<file path="src/sv/hlr_pkg.sv">
// shared constants and control types for the histogram largest-rectangle block
// no dependencies; compiled first
package hlr_pkg;

   localparam int MAX_BARS_DEF    = 1024;
   localparam int HEIGHT_BITS_DEF = 16;
   localparam int AREA_BITS       = 26;

   // control from the sequencer to the area scoring unit
   typedef struct packed {
      logic mul_en;   // register height * width
      logic acc_en;   // fold registered product into the running max
      logic clear;    // drop the running max for the next histogram
   } score_ctl_type;

endpackage

</file>
<file path="src/sv/hlr_score.sv">
// area scoring: registered height * width product, then running maximum
// uses hlr_pkg for the control struct
module hlr_score #(
   parameter int HEIGHT_BITS = 16,
   parameter int WIDTH_BITS  = 11
) (
   input  logic                              clock,
   input  logic                              reset,
   input  hlr_pkg::score_ctl_type            ctl,
   input  logic [HEIGHT_BITS-1:0]            height,
   input  logic [WIDTH_BITS-1:0]             width,
   output logic [HEIGHT_BITS+WIDTH_BITS-1:0] best
);
   import hlr_pkg::*;

   localparam int PROD_BITS = HEIGHT_BITS + WIDTH_BITS;

   logic [PROD_BITS-1:0] prod_ff;
   logic [PROD_BITS-1:0] best_ff;
   logic [PROD_BITS-1:0] best_in;

   always_ff @(posedge clock) begin
      if (ctl.mul_en) begin
         prod_ff <= PROD_BITS'(height) * PROD_BITS'(width);
      end
   end

   always_comb begin
      best_in = best_ff;
      if (ctl.clear) begin
         best_in = '0;
      end else if (ctl.acc_en && (prod_ff > best_ff)) begin
         best_in = prod_ff;
      end
   end

   always_ff @(posedge clock) begin
      if (reset) begin
         best_ff <= '0;
      end else begin
         best_ff <= best_in;
      end
   end

   assign best = best_ff;

endmodule

</file>
<file path="config.mk">
export PLATFORM = sky130hd
export DESIGN_NAME = hlr_score
export DESIGN_NICKNAME = d
export VERILOG_FILES = /design/src/sv/hlr_pkg.sv /design/src/sv/hlr_score.sv
export SDC_FILE = /design/constraint.sdc
export NUM_CORES = 1
export LEC_CHECK = 0
export BUFFER_PORTS_ARGS = -buffer_cell sky130_fd_sc_hd__buf_4
export CORE_ASPECT_RATIO = 0.7
export CORE_UTILIZATION = 48
export CTS_BUF_LIST = sky130_fd_sc_hd__clkbuf_4
export CTS_CLUSTER_SIZE = 28
export DETAILED_ROUTE_END_ITERATION = 10
export GPL_TIMING_DRIVEN = 0
export HOLD_SLACK_MARGIN = 0.03
export PLACE_DENSITY = 0.77
export SLEW_MARGIN = 20
export SYNTH_ARGS = -nofsm -noshare
export SYNTH_HDL_FRONTEND = slang
export SYNTH_SLANG_ARGS = --single-unit
</file>
<file path="constraint.sdc">
create_clock -name clock -period 10.2 [get_ports clock]
set_input_delay 0.51 -clock clock [delete_from_list [all_inputs] [get_ports clock]]
set_output_delay 0.51 -clock clock [all_outputs]
set_load 0.01 [all_outputs]
</file>
; ---- Yosys cells after proc, flatten, opt, wreduce, memory -nomap -nowiden
; Index checks and enable logic that the tools add are counted.
; W data, S select, Z words.
[op_classes]
n_mul = 1
magnitude_cmp = 1
n_reduce_logical = 2
[op_table]
columns = op, count
row1 = $gt A27 B27 Y1, 1
row2 = $mul A16 B11 Y27, 1
row3 = $reduce_or A2 Y1, 1
row4 = $logic_and A1 B1 Y1, 1
[word_totals]
reg_bits = 54
in_bits = 32
out_inout_bits = 27
wordCells = 6

; ---- Longest topological paths before layout
[depth]
word_depth = 2
depth_mapped = 19

; ---- Least setup slack after synthesis
; No wires, ideal clock.
[synth_timing]
kind = input to register
from = input port width[2]
to = register prod_ff[22] (data pin)
setup_ns = 0.262
arrival_time_ns = 5.026
required_time_ns = 9.938
path_slack_ns = 4.913
path_stages = 17
path_cell_list = clkbuf_1 nand2_1 fa_1 fa_1 fa_1 inv_1 fa_1 inv_1 fa_1 inv_1 ha_1 a211oi_1 o211a_1 o31ai_4 a211o_1 a211oi_1 xnor2_1
[synth_via]
elab_chain_len = 1
[synth_lines]
columns = item, line_no
row1 = "start, declared", hlr_score.sv:11  ; input logic [WIDTH_BITS-1:0] width,
row2 = $mul A16 B11 Y27, hlr_score.sv:24  ; prod_ff <= PROD_BITS'(height) * PROD_BITS'(width);
row3 = "end signal, assigned", hlr_score.sv:24
row4 = "end, declared", hlr_score.sv:18  ; logic [PROD_BITS-1:0] prod_ff;
; No other way between the ends.
; A chain may end at the register's enable or synchronous reset.

; ---- Worst setup path after layout
; Ends and elaborated chain as after synthesis.

==> results.toml <==
[critical_path]
criticalPathCategory = "primary input to flop"
worstPathCellList = "buf_4, clkbuf_1, nand2_1, fa_1, fa_1, fa_1, inv_1, fa_1, inv_1, fa_1, inv_1, ha_1, a211oi_1, o211a_1, o31ai_4, a211o_1, a211oi_1, xnor2_1"
cpPeakStageDelay_ns = 0.58
crit_arrival_ns = 5.83
crit_top_cell = "fa_1"
end_kind = "flop"
start_kind = "primary input"
slowest_stage = "fa_1"
crit_fanout = 10
required_ns = 10.35

[timing]
rsz0062_at_grt = "no"
fin_crit_sh = 0.557
maxSlewHeadroom = 0.515
maxSlewViolCount = 0
finalHoldViolations = 0
setup_tns_ns = 0
fin_ws_ns = 4.52
setup_violations = 0
max_clock_freq_mhz = 176
fin_skew_ns = 0.00360
finalCriticalPeriod_ns = 5.68
worst_pin_slew_ns = 0.724

[synthesis]
synth_nets = 1176
ys_types = 49
synthCells = 927
avgSynthCellArea_um2 = 9.04
synth_ff_type = "edfxtp_1"
synth-warning-count = 0
synth_edf_count = 27
ys_seq_area_frac = 0.161
synth_top_area_share = 0.299
synthArstFlopShare = 0
synth_area_leader_cell = "fa_1"
syn-cell-area_um2 = 8380
synth-seq-cells = 54
yosys-top-cells-area = "fa_1, ha_1, edfxtp_1, inv_1, nand2_1"

[grt]
grt_first_pass_wirelength_mm = 31.5
grt_usage = 0.218
gr-total-overflow = 0
grt_max_degree = 28
antenna_found_initial = 1
grt_pass1_vias = 6457

[floorplanning]
num_rows = 40
die_height_um = 113
ios = 59
coreArea_um2 = 17100
initial_utilization = 0.490
die_x_um = 160
dieArea_um2 = 18000

[clock_tree]
ctsLongestPathBuffers = 2
insertion_delay_ns = 0.39
cts_tree = "done"
cts_inserted_buffers = 5
root_buffer = "clkbuf_4"
clkSinkCount = 54
cts-hold-fix-buffers = 0
cts_resized = 0
post_cts_buffers = 0
clk_pin_slew_ns = 0.15
cts_htree_levels = 2

[routing]
routed_wl_mm = 18.5
dr_total_vias = 6369
top_layer_used = "met4"
met2WireLength_mm = 8.36
ant_nets = 0
first_iter_violations = 417
wl_per_cell_um = 15.1
remaining_drc_errors = 0
wl_met1_mm = 8.62
first_pass_iters = 5
wl_met3_mm = 1.38
via_per_inst = 5.20

[power]
ir_drop_uv = 244
leakage_nw = 4.43
p_per_area_nw_per_um2 = 278
p_total_w = 0.00256

[cells_and_area]
fin_nets = 1241
final_common_cell = "inv_1"
fill_cells = 1605
area_growth_pct = 9.66
fin_cells = 1225
post-route-util = 0.537
mostFrequentLayoutCells = "inv_1, nand2_1, fa_1"
drive_above_1_share = 0.0765

[place]
place_hpwl_mm = 15.7
dp_cells = 1216
pre_cts_slack_ns = 4.17
io_buffers = 58
place_congestion = 0.867

[run]
maxCapViolCount = 0

[outcome]
outcome = "complete, no violations"

[min_path]
holdCritPathClass = "primary input to flop"
[registers in the layout, summed over array words and instances (netlist names)]
name / count
best: 27
prod_ff: 27
[routing by layer]
metal	GRT usage	vias up
met5	0	-
met4	0.0305	0
met1	0.322	3134
li1	-	3032
met3	0.0421	15
met2	0.340	188
[area by class of cell]
| class | count | area [um2] | share of cell area |
|---|---|---|---|
| antenna | 1 | 2.50 | 0.000272 |
| buffer | 37 | 179 | 0.0195 |
| clock buffer | 6 | 45.0 | 0.00490 |
| clock inverter | 2 | 37.5 | 0.00408 |
| inverter | 184 | 691 | 0.0751 |
| multi-input combinational | 652 | 6160 | 0.670 |
| sequential | 54 | 1350 | 0.147 |
| tap | 231 | 289 | 0.0314 |
| timing repair buffer | 58 | 435 | 0.0474 |
[critical path: cells and delay by family]
kind,cells,cell delay (ns)
buffers and inverters,5,0.73
xor gates and xnor gates,1,0.13
and+or+nand+nor,1,0.16
adders and majority gates,6,2.90
AOI/OAI and AO/OA,5,1.37
[Yosys cell counts (4+ instances only)]
master	number
a211oi_1	5
xnor2_1	17
edfxtp_1	27
and2_1	90
o21bai_1	5
a21o_1	9
nand3_1	5
o21ai_1	5
nand4_1	5
dfxtp_1	27
mux2i_1	27
clkbuf_1	34
a21oi_1	31
nor2_1	15
xor2_1	4
ha_1	92
o21ai_0	10
nand2_1	163
and3_1	5
inv_1	184
fa_1	125
[path summary, 6_finish.rpt]
path / startpoint / cells past startpoint / slack [ns] / end
max: width[2] / 18 / 4.52 / prod_ff[22]
min reg2reg: best[12] / 2 / 0.48 / best[12]
max reg2reg: best[25] / 10 / 7.65 / best[17]
min: height[0] / 2 / 0.45 / prod_ff[0]
[through the flow]
stage | hold slack [ns] | area, um2
floorplan | 0.491 | 8380
global placement | 0.463 | 9110
detailed placement | 0.466 | 9110
CTS | 0.441 | 9190
global route | 0.421 | 9190
finish | 0.453 | 9190
[cell families (layout without fill, tap and decap cells)]
group,count (synthesis),count (layout),synth area share
adders and majority gates,217,217,0.436
buffers and inverters,221,287,0.104
xor gates and xnor gates,21,21,0.0219
muxes,27,27,0.0322
and+or+nand+nor,295,295,0.170
DFF,54,54,0.161
AOI/OAI and AO/OA,92,92,0.0754
other,0,1,0
[report_power, final]
group	internal, W	leakage (nW)	switching [W]
Combinational	0.000837	3.90	0.00118
Clock	0.0000544	0.0419	0.0000704
Sequential	0.000379	0.483	0.0000376
No activity file was read; power rests on OpenSTA's default activity.
